[src/sv/sensor_frame_crc_convert_core_macros.svh]
// ----------------------------------------------------------------------------
// Assertion macros for the sensor frame CRC convert core
// Checks are compiled in simulation and drop out of synthesis.
// ----------------------------------------------------------------------------
`ifndef SENSOR_FRAME_CRC_CONVERT_CORE_MACROS_SVH
`define SENSOR_FRAME_CRC_CONVERT_CORE_MACROS_SVH

`ifndef SYNTHESIS
// property must hold at every rising clock edge outside reset
`define SFCC_ASSERT(lbl, prop) \
    lbl: assert property (@(posedge clk) disable iff (!rst_n) (prop)) \
        else $error("sfcc assertion failed");
// expression must never be true
`define SFCC_ASSERT_NEVER(lbl, expr) \
    `SFCC_ASSERT(lbl, !(expr))
`else
`define SFCC_ASSERT(lbl, prop)
`define SFCC_ASSERT_NEVER(lbl, expr)
`endif

`endif

[src/sv/sfcc_pkg.sv]
// ----------------------------------------------------------------------------
// sfcc_pkg
// Types and constants shared by the frame converter modules, and the CRC-8 step used by the intake.
// ----------------------------------------------------------------------------
`default_nettype none

package sfcc_pkg;

    localparam logic [7:0] CRC_POLY   = 8'h31;
    localparam logic [7:0] CRC_INIT   = 8'hFF;
    localparam logic [7:0] CRC_TOPBIT = 8'h80;

    localparam logic [12:0] T_MUL    = 13'd4375;
    localparam int          T_SHIFT  = 14;
    localparam logic [15:0] T_OFFSET = 16'd4500;
    localparam logic [9:0]  H_MUL    = 10'd625;
    localparam int          H_SHIFT  = 12;

    localparam int TEMP_W = 15;
    localparam int HUM_W  = 14;

    // byte positions within a frame
    localparam logic [2:0] POS_T_HI  = 3'd0;
    localparam logic [2:0] POS_T_LO  = 3'd1;
    localparam logic [2:0] POS_T_CRC = 3'd2;
    localparam logic [2:0] POS_H_HI  = 3'd3;
    localparam logic [2:0] POS_H_LO  = 3'd4;
    localparam logic [2:0] POS_H_CRC = 3'd5;

    localparam int FIFO_DEPTH = 2;
    localparam int FIFO_AW    = $clog2(FIFO_DEPTH);

    typedef struct packed {
        logic [15:0] temp_raw;
        logic [15:0] hum_raw;
        logic        temp_ok;
        logic        hum_ok;
    } frame_t;

    typedef struct packed {
        logic               full;
        logic               empty;
    } fifo_stat_t;

    // one byte through CRC-8, MSB first
    function automatic logic [7:0] crc8_feed(input logic [7:0] crc, input logic [7:0] b);
        logic [7:0] c;
        c = crc ^ b;
        for (int i = 0; i < 8; i++) begin
            if ((c & CRC_TOPBIT) != 8'h00)
                c = {c[6:0], 1'b0} ^ CRC_POLY;
            else
                c = {c[6:0], 1'b0};
        end
        return c;
    endfunction

endpackage

`default_nettype wire

[src/sv/sensor_frame_crc_convert_core.sv]
// ----------------------------------------------------------------------------
// sensor_frame_crc_convert_core
// Six-byte humidity/temperature frame checker and converter.
// ----------------------------------------------------------------------------
// Takes one frame byte per cycle while s_tready is high (temp hi, temp lo,
// temp CRC, hum hi, hum lo, hum CRC; CRC-8 poly 0x31, init 0xFF); the record
// built on the sixth byte passes the queue and the conversion register, which
// presents temperature in 0.01 C and humidity in 0.01 %RH with the CRC flags;
// values go out even when a check fails. s_tuser high restarts the frame at
// the current byte. A two-record queue between intake and conversion register
// absorbs output stalls; s_tready drops only while it holds two unread frames.
`default_nettype none

`include "sensor_frame_crc_convert_core_macros.svh"

module sensor_frame_crc_convert_core (
    input  wire logic        clk,
    input  wire logic        rst_n,
    input  wire logic        s_tvalid,
    output logic             s_tready,
    input  wire logic [7:0]  s_tdata,   // [7:0] data_byte
    input  wire logic        s_tuser,   // [0] frame_start
    output logic             m_tvalid,
    input  wire logic        m_tready,
    output logic [31:0]      m_tdata,   // [14:0] temperature_centi, [28:15] humidity_centi
    output logic [2:0]       m_tuser    // [0] temp_crc_ok, [1] hum_crc_ok, [2] frame_ok
);

    sfcc_pkg::fifo_stat_t fifo_stat;
    sfcc_pkg::frame_t     push_data;
    sfcc_pkg::frame_t     pop_data;
    logic                 push;
    logic                 pop;

    sfcc_front u_front (
        .clk       (clk),
        .rst_n     (rst_n),
        .s_tvalid  (s_tvalid),
        .s_tready  (s_tready),
        .s_tdata   (s_tdata),
        .s_tuser   (s_tuser),
        .fifo_stat (fifo_stat),
        .push      (push),
        .push_data (push_data)
    );

    sfcc_fifo u_fifo (
        .clk       (clk),
        .rst_n     (rst_n),
        .push      (push),
        .push_data (push_data),
        .pop       (pop),
        .pop_data  (pop_data),
        .stat      (fifo_stat)
    );

    sfcc_back u_back (
        .clk       (clk),
        .rst_n     (rst_n),
        .fifo_stat (fifo_stat),
        .pop_data  (pop_data),
        .pop       (pop),
        .m_tvalid  (m_tvalid),
        .m_tready  (m_tready),
        .m_tdata   (m_tdata),
        .m_tuser   (m_tuser)
    );

    // a completed frame must never meet a full queue
    `SFCC_ASSERT_NEVER(a_push_when_full, push && fifo_stat.full)
    `SFCC_ASSERT(a_frame_ok_flags, m_tvalid |-> (m_tuser[2] == (m_tuser[0] & m_tuser[1])))
    `SFCC_ASSERT(a_hum_range, m_tvalid |-> (m_tdata[28:15] <= 14'd9999))

endmodule

`default_nettype wire

[src/sv/sfcc_front.sv]
// ----------------------------------------------------------------------------
// sfcc_front
// Byte intake: tracks frame position, runs the CRC checks and pushes one
// raw frame record into the queue on the sixth byte.
// ----------------------------------------------------------------------------
`default_nettype none

module sfcc_front (
    input  wire logic                clk,
    input  wire logic                rst_n,
    input  wire logic                s_tvalid,
    output logic                     s_tready,
    input  wire logic [7:0]          s_tdata,   // data_byte
    input  wire logic                s_tuser,   // frame_start
    input  wire sfcc_pkg::fifo_stat_t fifo_stat,
    output logic                     push,
    output sfcc_pkg::frame_t         push_data
);

    logic [2:0]  pos_reg, pos_next;
    logic [7:0]  crc_reg, crc_next;
    logic [7:0]  high_reg, high_next;
    logic [15:0] temp_raw_reg, temp_raw_next;
    logic [15:0] hum_raw_reg, hum_raw_next;
    logic        temp_ok_reg, temp_ok_next;
    logic        accept;
    logic [2:0]  pos_eff;

    assign s_tready = !fifo_stat.full;
    assign accept   = s_tvalid && s_tready;
    assign pos_eff  = s_tuser ? sfcc_pkg::POS_T_HI : pos_reg;

    always_comb
    begin
        pos_next      = pos_reg;
        crc_next      = crc_reg;
        high_next     = high_reg;
        temp_raw_next = temp_raw_reg;
        hum_raw_next  = hum_raw_reg;
        temp_ok_next  = temp_ok_reg;
        push          = 1'b0;
        if (accept)
        begin
            pos_next = (pos_eff == sfcc_pkg::POS_H_CRC) ? sfcc_pkg::POS_T_HI
                                                        : pos_eff + 3'd1;
            unique case (pos_eff)
                sfcc_pkg::POS_T_HI, sfcc_pkg::POS_H_HI:
                begin
                    crc_next  = sfcc_pkg::crc8_feed(sfcc_pkg::CRC_INIT, s_tdata);
                    high_next = s_tdata;
                end
                sfcc_pkg::POS_T_LO:
                begin
                    crc_next      = sfcc_pkg::crc8_feed(crc_reg, s_tdata);
                    temp_raw_next = {high_reg, s_tdata};
                end
                sfcc_pkg::POS_T_CRC:
                begin
                    temp_ok_next = (s_tdata == crc_reg);
                    crc_next     = sfcc_pkg::CRC_INIT;
                end
                sfcc_pkg::POS_H_LO:
                begin
                    crc_next     = sfcc_pkg::crc8_feed(crc_reg, s_tdata);
                    hum_raw_next = {high_reg, s_tdata};
                end
                sfcc_pkg::POS_H_CRC:
                begin
                    crc_next = sfcc_pkg::CRC_INIT;
                    push     = 1'b1;
                end
                default:
                begin
                    pos_next = sfcc_pkg::POS_T_HI;
                end
            endcase
        end
    end

    assign push_data.temp_raw = temp_raw_reg;
    assign push_data.hum_raw  = hum_raw_reg;
    assign push_data.temp_ok  = temp_ok_reg;
    assign push_data.hum_ok   = (s_tdata == crc_reg);

    always_ff @(posedge clk or negedge rst_n)
    begin
        if (!rst_n)
        begin
            pos_reg <= sfcc_pkg::POS_T_HI;
        end
        else
        begin
            pos_reg <= pos_next;
        end
    end

    // words are always written before the sixth byte reads them
    always_ff @(posedge clk)
    begin
        crc_reg      <= crc_next;
        high_reg     <= high_next;
        temp_raw_reg <= temp_raw_next;
        hum_raw_reg  <= hum_raw_next;
        temp_ok_reg  <= temp_ok_next;
    end

endmodule

`default_nettype wire

[src/sv/sfcc_fifo.sv]
// ----------------------------------------------------------------------------
// sfcc_fifo
// Short register queue of raw frame records between intake and conversion.
// ----------------------------------------------------------------------------
`default_nettype none

module sfcc_fifo (
    input  wire logic                clk,
    input  wire logic                rst_n,
    input  wire logic                push,
    input  wire sfcc_pkg::frame_t    push_data,
    input  wire logic                pop,
    output sfcc_pkg::frame_t         pop_data,
    output sfcc_pkg::fifo_stat_t     stat
);

    sfcc_pkg::frame_t                 mem_reg [sfcc_pkg::FIFO_DEPTH];
    logic [sfcc_pkg::FIFO_AW-1:0]     wr_ptr_reg, wr_ptr_next;
    logic [sfcc_pkg::FIFO_AW-1:0]     rd_ptr_reg, rd_ptr_next;
    logic [sfcc_pkg::FIFO_AW:0]       count_reg, count_next;
    logic                             do_push, do_pop;

    localparam logic [sfcc_pkg::FIFO_AW:0] DEPTH_C = (sfcc_pkg::FIFO_AW+1)'(sfcc_pkg::FIFO_DEPTH);
    localparam logic [sfcc_pkg::FIFO_AW-1:0] LAST_C =
        sfcc_pkg::FIFO_AW'(sfcc_pkg::FIFO_DEPTH - 1);

    assign stat.full  = (count_reg == DEPTH_C);
    assign stat.empty = (count_reg == '0);

    assign do_push  = push && !stat.full;
    assign do_pop   = pop && !stat.empty;
    assign pop_data = mem_reg[rd_ptr_reg];

    always_comb
    begin
        wr_ptr_next = wr_ptr_reg;
        rd_ptr_next = rd_ptr_reg;
        count_next  = count_reg;
        if (do_push)
            wr_ptr_next = (wr_ptr_reg == LAST_C) ? '0 : wr_ptr_reg + 1'b1;
        if (do_pop)
            rd_ptr_next = (rd_ptr_reg == LAST_C) ? '0 : rd_ptr_reg + 1'b1;
        if (do_push && !do_pop)
            count_next = count_reg + 1'b1;
        else if (do_pop && !do_push)
            count_next = count_reg - 1'b1;
    end

    always_ff @(posedge clk or negedge rst_n)
    begin
        if (!rst_n)
        begin
            wr_ptr_reg <= '0;
            rd_ptr_reg <= '0;
            count_reg  <= '0;
        end
        else
        begin
            wr_ptr_reg <= wr_ptr_next;
            rd_ptr_reg <= rd_ptr_next;
            count_reg  <= count_next;
        end
    end

    always_ff @(posedge clk)
    begin
        if (do_push)
            mem_reg[wr_ptr_reg] <= push_data;
    end

endmodule

`default_nettype wire

[src/sv/sfcc_back.sv]
// ----------------------------------------------------------------------------
// sfcc_back
// Conversion stage: scales raw words to centi-units and holds the result
// in the output register until it is taken.
// ----------------------------------------------------------------------------
`default_nettype none

module sfcc_back (
    input  wire logic                clk,
    input  wire logic                rst_n,
    input  wire sfcc_pkg::fifo_stat_t fifo_stat,
    input  wire sfcc_pkg::frame_t    pop_data,
    output logic                     pop,
    output logic                     m_tvalid,
    input  wire logic                m_tready,
    output logic [31:0]              m_tdata,   // temperature_centi, humidity_centi, pad
    output logic [2:0]               m_tuser    // temp_crc_ok, hum_crc_ok, frame_ok
);

    logic                        valid_reg, valid_next;
    logic [sfcc_pkg::TEMP_W-1:0] temp_reg, temp_next;
    logic [sfcc_pkg::HUM_W-1:0]  hum_reg, hum_next;
    logic [2:0]                  flags_reg, flags_next;
    logic                        load;
    logic [28:0]                 t_prod;
    logic [25:0]                 h_prod;
    logic [15:0]                 t_scaled;
    logic [15:0]                 t_centi;

    assign load = !valid_reg || m_tready;
    assign pop  = load && !fifo_stat.empty;

    assign t_prod   = 29'(sfcc_pkg::T_MUL) * 29'(pop_data.temp_raw);
    assign h_prod   = 26'(sfcc_pkg::H_MUL) * 26'(pop_data.hum_raw);
    assign t_scaled = 16'(t_prod >> sfcc_pkg::T_SHIFT);
    assign t_centi  = t_scaled - sfcc_pkg::T_OFFSET;

    always_comb
    begin
        valid_next = valid_reg;
        temp_next  = temp_reg;
        hum_next   = hum_reg;
        flags_next = flags_reg;
        if (load)
        begin
            valid_next = !fifo_stat.empty;
            if (!fifo_stat.empty)
            begin
                temp_next  = t_centi[sfcc_pkg::TEMP_W-1:0];
                hum_next   = sfcc_pkg::HUM_W'(h_prod >> sfcc_pkg::H_SHIFT);
                flags_next = {pop_data.temp_ok & pop_data.hum_ok,
                              pop_data.hum_ok, pop_data.temp_ok};
            end
        end
    end

    always_ff @(posedge clk or negedge rst_n)
    begin
        if (!rst_n)
        begin
            valid_reg <= 1'b0;
        end
        else
        begin
            valid_reg <= valid_next;
        end
    end

    always_ff @(posedge clk)
    begin
        temp_reg  <= temp_next;
        hum_reg   <= hum_next;
        flags_reg <= flags_next;
    end

    assign m_tvalid = valid_reg;
    assign m_tdata  = {3'b000, hum_reg, temp_reg};
    assign m_tuser  = flags_reg;

endmodule

`default_nettype wire

[config.mk]
export PLATFORM = sky130hd
export DESIGN_NAME = sensor_frame_crc_convert_core
export DESIGN_NICKNAME = d
export VERILOG_FILES = /design/src/sv/sfcc_pkg.sv /design/src/sv/sensor_frame_crc_convert_core.sv /design/src/sv/sfcc_front.sv /design/src/sv/sfcc_fifo.sv /design/src/sv/sfcc_back.sv
export VERILOG_INCLUDE_DIRS = /design/src /design/src/sv
export SDC_FILE = /design/constraint.sdc
export NUM_CORES = 1
export LEC_CHECK = 0
export BUFFER_PORTS_ARGS = -buffer_cell sky130_fd_sc_hd__buf_2
export CAP_MARGIN = 20
export CELL_PAD_IN_SITES_DETAIL_PLACEMENT = 1
export CELL_PAD_IN_SITES_GLOBAL_PLACEMENT = 1
export CORE_MARGIN = 5
export CORE_UTILIZATION = 55
export DETAILED_ROUTE_END_ITERATION = 10
export PLACE_DENSITY_LB_ADDON = 0.15
export SLEW_MARGIN = 10
export SYNTH_ARGS = -nofsm -noshare
export SYNTH_HDL_FRONTEND = slang
export SYNTH_HIERARCHICAL = 1
export SYNTH_SLANG_ARGS = --single-unit
[constraint.sdc]
create_clock -name clk -period 9.4 [get_ports clk]
set_clock_uncertainty 0.15 [all_clocks]
set_input_delay 0.94 -clock clk [delete_from_list [all_inputs] [get_ports clk]]
set_output_delay 0.94 -clock clk [all_outputs]
set_load 0.02 [all_outputs]
# Word-level counts from Yosys, hierarchy flattened
# Memory sizes are Yosys's and may differ from the RTL's.
# Index checks and enable logic that the tools add are counted.
[word_totals] ff_bits=89 n_memories=1 output_inout_bits=37 ramBits=68 input_bits=13 elab_cells=158
[classes] bitwise=27 add_sub_neg=6 eq_ne=7 n_reduce_logical=25 multipliers=2 muxes=77
[memory_table] name="u_fifo.mem_reg" words=2 width=34 read_ports=1 rd_clocked_by_memory_dff=0 wr=1 line="sfcc_fifo.sv:17" rtl="sfcc_pkg::frame_t mem_reg [sfcc_pkg::FIFO_DEPTH];"
[ops] operator="two-way mux 8 bit" count=42
[ops] operator="two-way mux 6 bit" count=23
[ops] operator="inverter 3 bit" count=23
[ops] operator="case mux 8 bit (4 select lines)" count=1
[ops] operator="multiplier 13 x 16 -> 29 bit (first input constant)" count=1
[ops] operator="multiplier 10 x 16 -> 26 bit (first input constant)" count=1
[ops] operator="subtractor 15 x 13 -> 15 bit (second input constant)" count=1
[ops] operator="AND reduction 2 bit" count=6
[ops] operator="two-way mux 3 bit" count=3
[ops] operator="equality test 8 bit" count=1
[ops] operator="inverter 8 bit" count=1
[ops] operator="bitwise XOR 8 bit" count=1
[ops] operator="equality test 3 x 2 -> 1 bit (second input constant)" count=2
[ops] operator="equality test 3 bit (second input constant)" count=2
[ops] operator="logical AND 1 bit" count=6
[ops] operator="two-way mux 1 bit" count=6
[ops] operator="OR reduction 6 bit" count=1
[ops] operator="zero test 1 bit" count=5
[ops] operator="two-way mux 2 bit" count=2
[ops] operator="nonzero test 4 bit" count=1
[ops] operator="OR reduction 2 bit" count=2
[ops] operator="adder 3 x 1 -> 3 bit (second input constant)" count=1
[ops] operator="equality test 3 x 1 -> 1 bit (second input constant)" count=1
[ops] operator="zero test 3 bit" count=1
[ops] operator="9 further kinds" count=10

# Logic depth before layout (Yosys ltp)
[depth] word_depth=32 mapped_depth=25 mapped_depth_nobuf=22

# Hierarchy
# The synthesis kept the hierarchy.
[modules_own_cells] module="sfcc_back" instances=1 area_each_um2=6807.8 cells_each=693 seq_area_each_um2=985.9
[modules_own_cells] module="sfcc_fifo" instances=1 area_each_um2=2801.4 cells_each=125 seq_area_each_um2=2142.1
[modules_own_cells] module="sfcc_front" instances=1 area_each_um2=2348.5 cells_each=160 seq_area_each_um2=1546.5

# Worst setup path after synthesis
# Ideal clock, no wire load.
[synth_path] path_kind="register to register" start="register u_fifo.rd_ptr_reg" end="register u_back/temp_reg[10] (netlist bit) (data pin)" stages_incl_launch_ff=25 required_ns=8.986 setup_ns=0.264 period_less_slack_ns=5.877 setup_slack_ns=3.523 t_arrival_ns=5.463 path_buffers=2 cell_sequence="dfrtp_1 buf_6 buf_12 mux2_4 ha_1 inv_1 fa_1 inv_1 ha_1 fa_1 inv_1 fa_1 inv_1 ha_1 a2111oi_0 o21ai_1 o21a_1 o211ai_1 o211ai_1 ha_1 o211ai_1 nand3_1 and3_1 a221oi_2 xnor2_1"
[synth_lines] item="start: declaration" line="sfcc_fifo.sv:19" rtl="logic [sfcc_pkg::FIFO_AW-1:0] rd_ptr_reg, rd_ptr_next;"
[synth_lines] item="start signal: assignment" line="sfcc_fifo.sv:60" rtl="rd_ptr_reg <= rd_ptr_next;"
[synth_lines] item="end signal: assignment" line="sfcc_back.sv:71" rtl="temp_reg <= temp_next;"
[synth_lines] item="end: declaration" line="sfcc_back.sv:21" rtl="logic [sfcc_pkg::TEMP_W-1:0] temp_reg, temp_next;"

==> Flow_metrics.wiki <==
{| class="wikitable"
! Metric !! Value
|-
| Synth area leaders || sky130_fd_sc_hd__edfxtp_1 (37%), sky130_fd_sc_hd__ha_1 (17%), sky130_fd_sc_hd__fa_1 (13%)
|-
| Clock slew at the register clock pins of the worst setup and hold paths || roughly 0.070 ns
|-
| Sink count of the clock tree || 157
|-
| Wire length reported by the detailed router || roughly 26 mm
|-
| # diodes || 0
|-
| GR Overflow Total || 0
|-
| Required arrival time at the worst endpoint || about 9.4 ns
|-
| Length of the first detailed-routing pass in iterations || 5
|-
| Worst reg2reg path endpoint || u_back/temp_reg[10]
|-
| Clock tree from TritonCTS || yes
|-
| Chip Height || 157.5 microns
|-
| Share of post-route cells with drive strength above 1 || roughly 14%
|-
| Mean area per synthesized cell || roughly 12 sq um
|-
| R2R cell count || 22
|-
| # setup viols final || 0
|-
| Routed via count divided by cell count || between 5 and 6
|-
| Most used DFF post-synth || sky130_fd_sc_hd__edfxtp_1
|-
| Die W || 157.5 microns
|-
| Startpoint class of the critical path || flip-flop
|-
| Initial core utilization || 55.31%
|-
| Least-Margin Pin Slew || between 0.9 and 1 ns
|-
| CTS H-Tree Depth || 4
|-
| Count of vias placed by the detailed router || 7287
|-
| Average detailed-routed wire length per instance || a little under 20 microns
|-
| Post-synth EDFFs || approximately 150
|-
| Placed Instances || between 1000 and 1500
|-
| RR Startpoint || u_fifo/rd_ptr_reg
|-
| Number of buffers inserted during clock tree synthesis || 17
|-
| Number of standard cells in the layout, taps in and fillers out || 1323
|-
| Number of DRC violations after detailed-routing iteration 0 || around 330
|-
| Cts repair resizes || 0
|-
| Row Count || 54
|-
| Net total in the final layout || ~1300
|-
| CTS max path bufs || 2
|-
| Detail Placement HPWL || 19.59 mm
|-
| Total area of multi-input combinational cells || 0.006404 sq mm
|-
| Top-Level Pins || 50
|-
| Setup repair after global routing missed its margin || no
|-
| Worst rel slew slack || about a third
|-
| Post CTS Setup Buffer Count || 0
|-
| GRT Util Overall || a little over a fifth
|-
| Setup total negative slack || 0 ns
|-
| Layout overhead on the synthesized area || 9.166%
|-
| Number of warning messages in the yosys log || 6
|-
| Cells after synthesis || ~980
|-
| Final number of hold-violating endpoints || 0
|-
| Classification of the worst-slack hold path || in -> async
|-
| Commonest non-fill, non-tap cell in the layout || sky130_fd_sc_hd__inv_1
|-
| Cell type with the largest total area after synthesis || sky130_fd_sc_hd__edfxtp_1
|-
| Root buffer selected by CTS || sky130_fd_sc_hd__clkbuf_16
|-
| Vias in the first global route || approximately 8000
|-
| Post-synthesis sequential area ratio || about two fifths
|-
| Category of the worst setup path capture point || flip-flop
|-
| Final-layout fill cell count || about 2200
|-
| Final critical delay including setup and external delays || between 6 and 7 ns
|-
| Core Region || roughly 0.022 sq mm
|-
| Port bufs || 46
|-
| Number of antenna violations at the first check in global routing || 0
|-
| Post-Synthesis Cell Area || between 0.01 and 0.015 sq mm
|-
| Worst-case setup slack after placement || between 2 and 3 ns
|-
| Residual DRC || 0
|-
| Total of flip-flops plus latches after synthesis || 157
|-
| ANT nets after route || 0
|-
| Start-to-end type of the worst setup path || reg -> reg
|-
| Portion of the clock cycle consumed by the worst path in the final layout || between 70% and 80%
|-
| Max FFs per register || 68
|-
| Upper clock frequency limit || ~0.15 GHz
|-
| Worst-case setup margin in the final layout || about 2.8 ns
|-
| Clock insertion delay at the later pin of the skew report || between 0.4 and 0.5 ns
|-
| Largest net degree at the start of global routing || 35
|-
| Netlist cell types || 75
|-
| GPL Wtd Cong || about 0.8
|-
| Hold buffer count at cts || 0
|-
| Most used cells in the layout excluding fill and tap cells || sky130_fd_sc_hd__inv_1 (195), sky130_fd_sc_hd__ha_1 (166), sky130_fd_sc_hd__edfxtp_1 (149)
|-
| Final max-slew violation count || 0
|-
| Arrival @ worst endpoint || 6.67 ns
|-
| Global-route wire length before repair || 42.57 mm
|-
| Share of the synthesized area in the top cell type || between 30% and 40%
|-
| Max Cap Violations || 0
|-
| Die Footprint || about 0.025 sq mm
|-
| Run status || finished, final reports clean
|-
| Slack of the worst reg-to-reg path || 2.75 ns
|-
| Register area || 0.004676 sq mm
|-
| Crit Path Max Fanout || 21
|-
| Share of flip-flops with an asynchronous set or reset after synthesis || ~5.1%
|}
-- synth_stat cells (all sizes together) (5+ instances only) --
master	instances
edfxtp	149
ha	166
o21ai	29
nor3	16
nor2	36
xor2	21
xnor2	38
a21o	9
and2	5
nor2b	5
inv	195
o211ai	12
fa	78
clkbuf	5
nand2	24
nand2b	9
buf	16
o221ai	5
mux2	34
nand4	8
a21oi	35
nand3	5
and3	7
dfrtp	8
-- worst max-delay path: stages, from the launching register on --
cell,delay (ns)
sky130_fd_sc_hd__dfrtp_2,0.82
sky130_fd_sc_hd__mux2_4,0.42
sky130_fd_sc_hd__ha_1,0.29
sky130_fd_sc_hd__inv_1,0.05
sky130_fd_sc_hd__fa_1,0.51
sky130_fd_sc_hd__inv_1,0.05
sky130_fd_sc_hd__ha_1,0.29
sky130_fd_sc_hd__fa_1,0.48
sky130_fd_sc_hd__inv_1,0.06
sky130_fd_sc_hd__fa_1,0.54
sky130_fd_sc_hd__inv_1,0.04
sky130_fd_sc_hd__ha_1,0.32
sky130_fd_sc_hd__nand2_1,0.13
sky130_fd_sc_hd__nor2_1,0.08
sky130_fd_sc_hd__a41oi_1,0.54
sky130_fd_sc_hd__a21boi_1,0.19
sky130_fd_sc_hd__o211ai_1,0.33
sky130_fd_sc_hd__ha_1,0.25
sky130_fd_sc_hd__o211ai_1,0.17
sky130_fd_sc_hd__nand3_1,0.18
sky130_fd_sc_hd__o21ai_1,0.10
sky130_fd_sc_hd__a221oi_2,0.30
sky130_fd_sc_hd__xnor2_1,0.09
-- layer usage --
layer / global-route usage [%] / vias to the layer above / share of wire (%)
met5: 0 / - / 0
met4: 4.629 / 0 / 1.1
met3: 2.969 / 27 / 3.0
met2: 39.00 / 123 / 51
met1: 29.04 / 3672 / 44
li1: - / 3465 / -
-- logic make-up (layout without fill, tap and decap cells) --
| kind of cell | after synthesis | after routing | synth area share [%] |
|---|---|---|---|
| simple gates | 128 | 128 | 5.619 |
| flops | 157 | 157 | 39.09 |
| compound gates | 133 | 133 | 7.889 |
| other cells | 1 | 3 | 0.03136 |
| buf+inv | 216 | 279 | 7.586 |
| mux | 37 | 37 | 4.363 |
| xor+xnor | 62 | 62 | 4.991 |
| fa+ha+maj | 244 | 244 | 30.43 |
-- worst max-delay path by stage --
| stage | from | end | slack [ns] | cells after the start |
|---|---|---|---|---|
| floorplan | u_fifo/rd_ptr_reg | u_back/temp_reg[10] | 3.52 | 24 |
| global placement | u_fifo/rd_ptr_reg | u_back/temp_reg[10] | 2.90 | 22 |
| detailed placement | u_fifo/rd_ptr_reg | u_back/temp_reg[10] | 2.74 | 22 |
| CTS | u_fifo/rd_ptr_reg | u_back/temp_reg[10] | 2.73 | 22 |
| global route | u_fifo/rd_ptr_reg | u_back/temp_reg[14] | 2.37 | 21 |
| finish | u_fifo/rd_ptr_reg | u_back/temp_reg[10] | 2.75 | 22 |
-- stage by stage --
step / area (sq um) / utilization (%) / hold WS (ns)
global route: 13050 / 60.38 / 0.1943
finish: 13050 / 60.38 / 0.2065
detailed placement: 12440 / 57.52 / 0.2869
global placement: 12440 / 57.52 / 0.2721
floorplan: 11970 / - / 0.2715
CTS: 13050 / 60.38 / 0.1915
-- cell type report --
class | count | area share, %
Clock buffer | 17 | 3.259
Sequential cell | 157 | 35.82
Tap cell | 280 | 2.684
Inverter | 195 | 5.607
Timing Repair Buffer | 52 | 2.109
Multi-Input combinational cell | 607 | 49.06
Clock inverter | 15 | 1.467
Power is left out: the tool's default activity adds up to more than one toggle a clock period on the data nets, which glitch-free logic cannot reach.
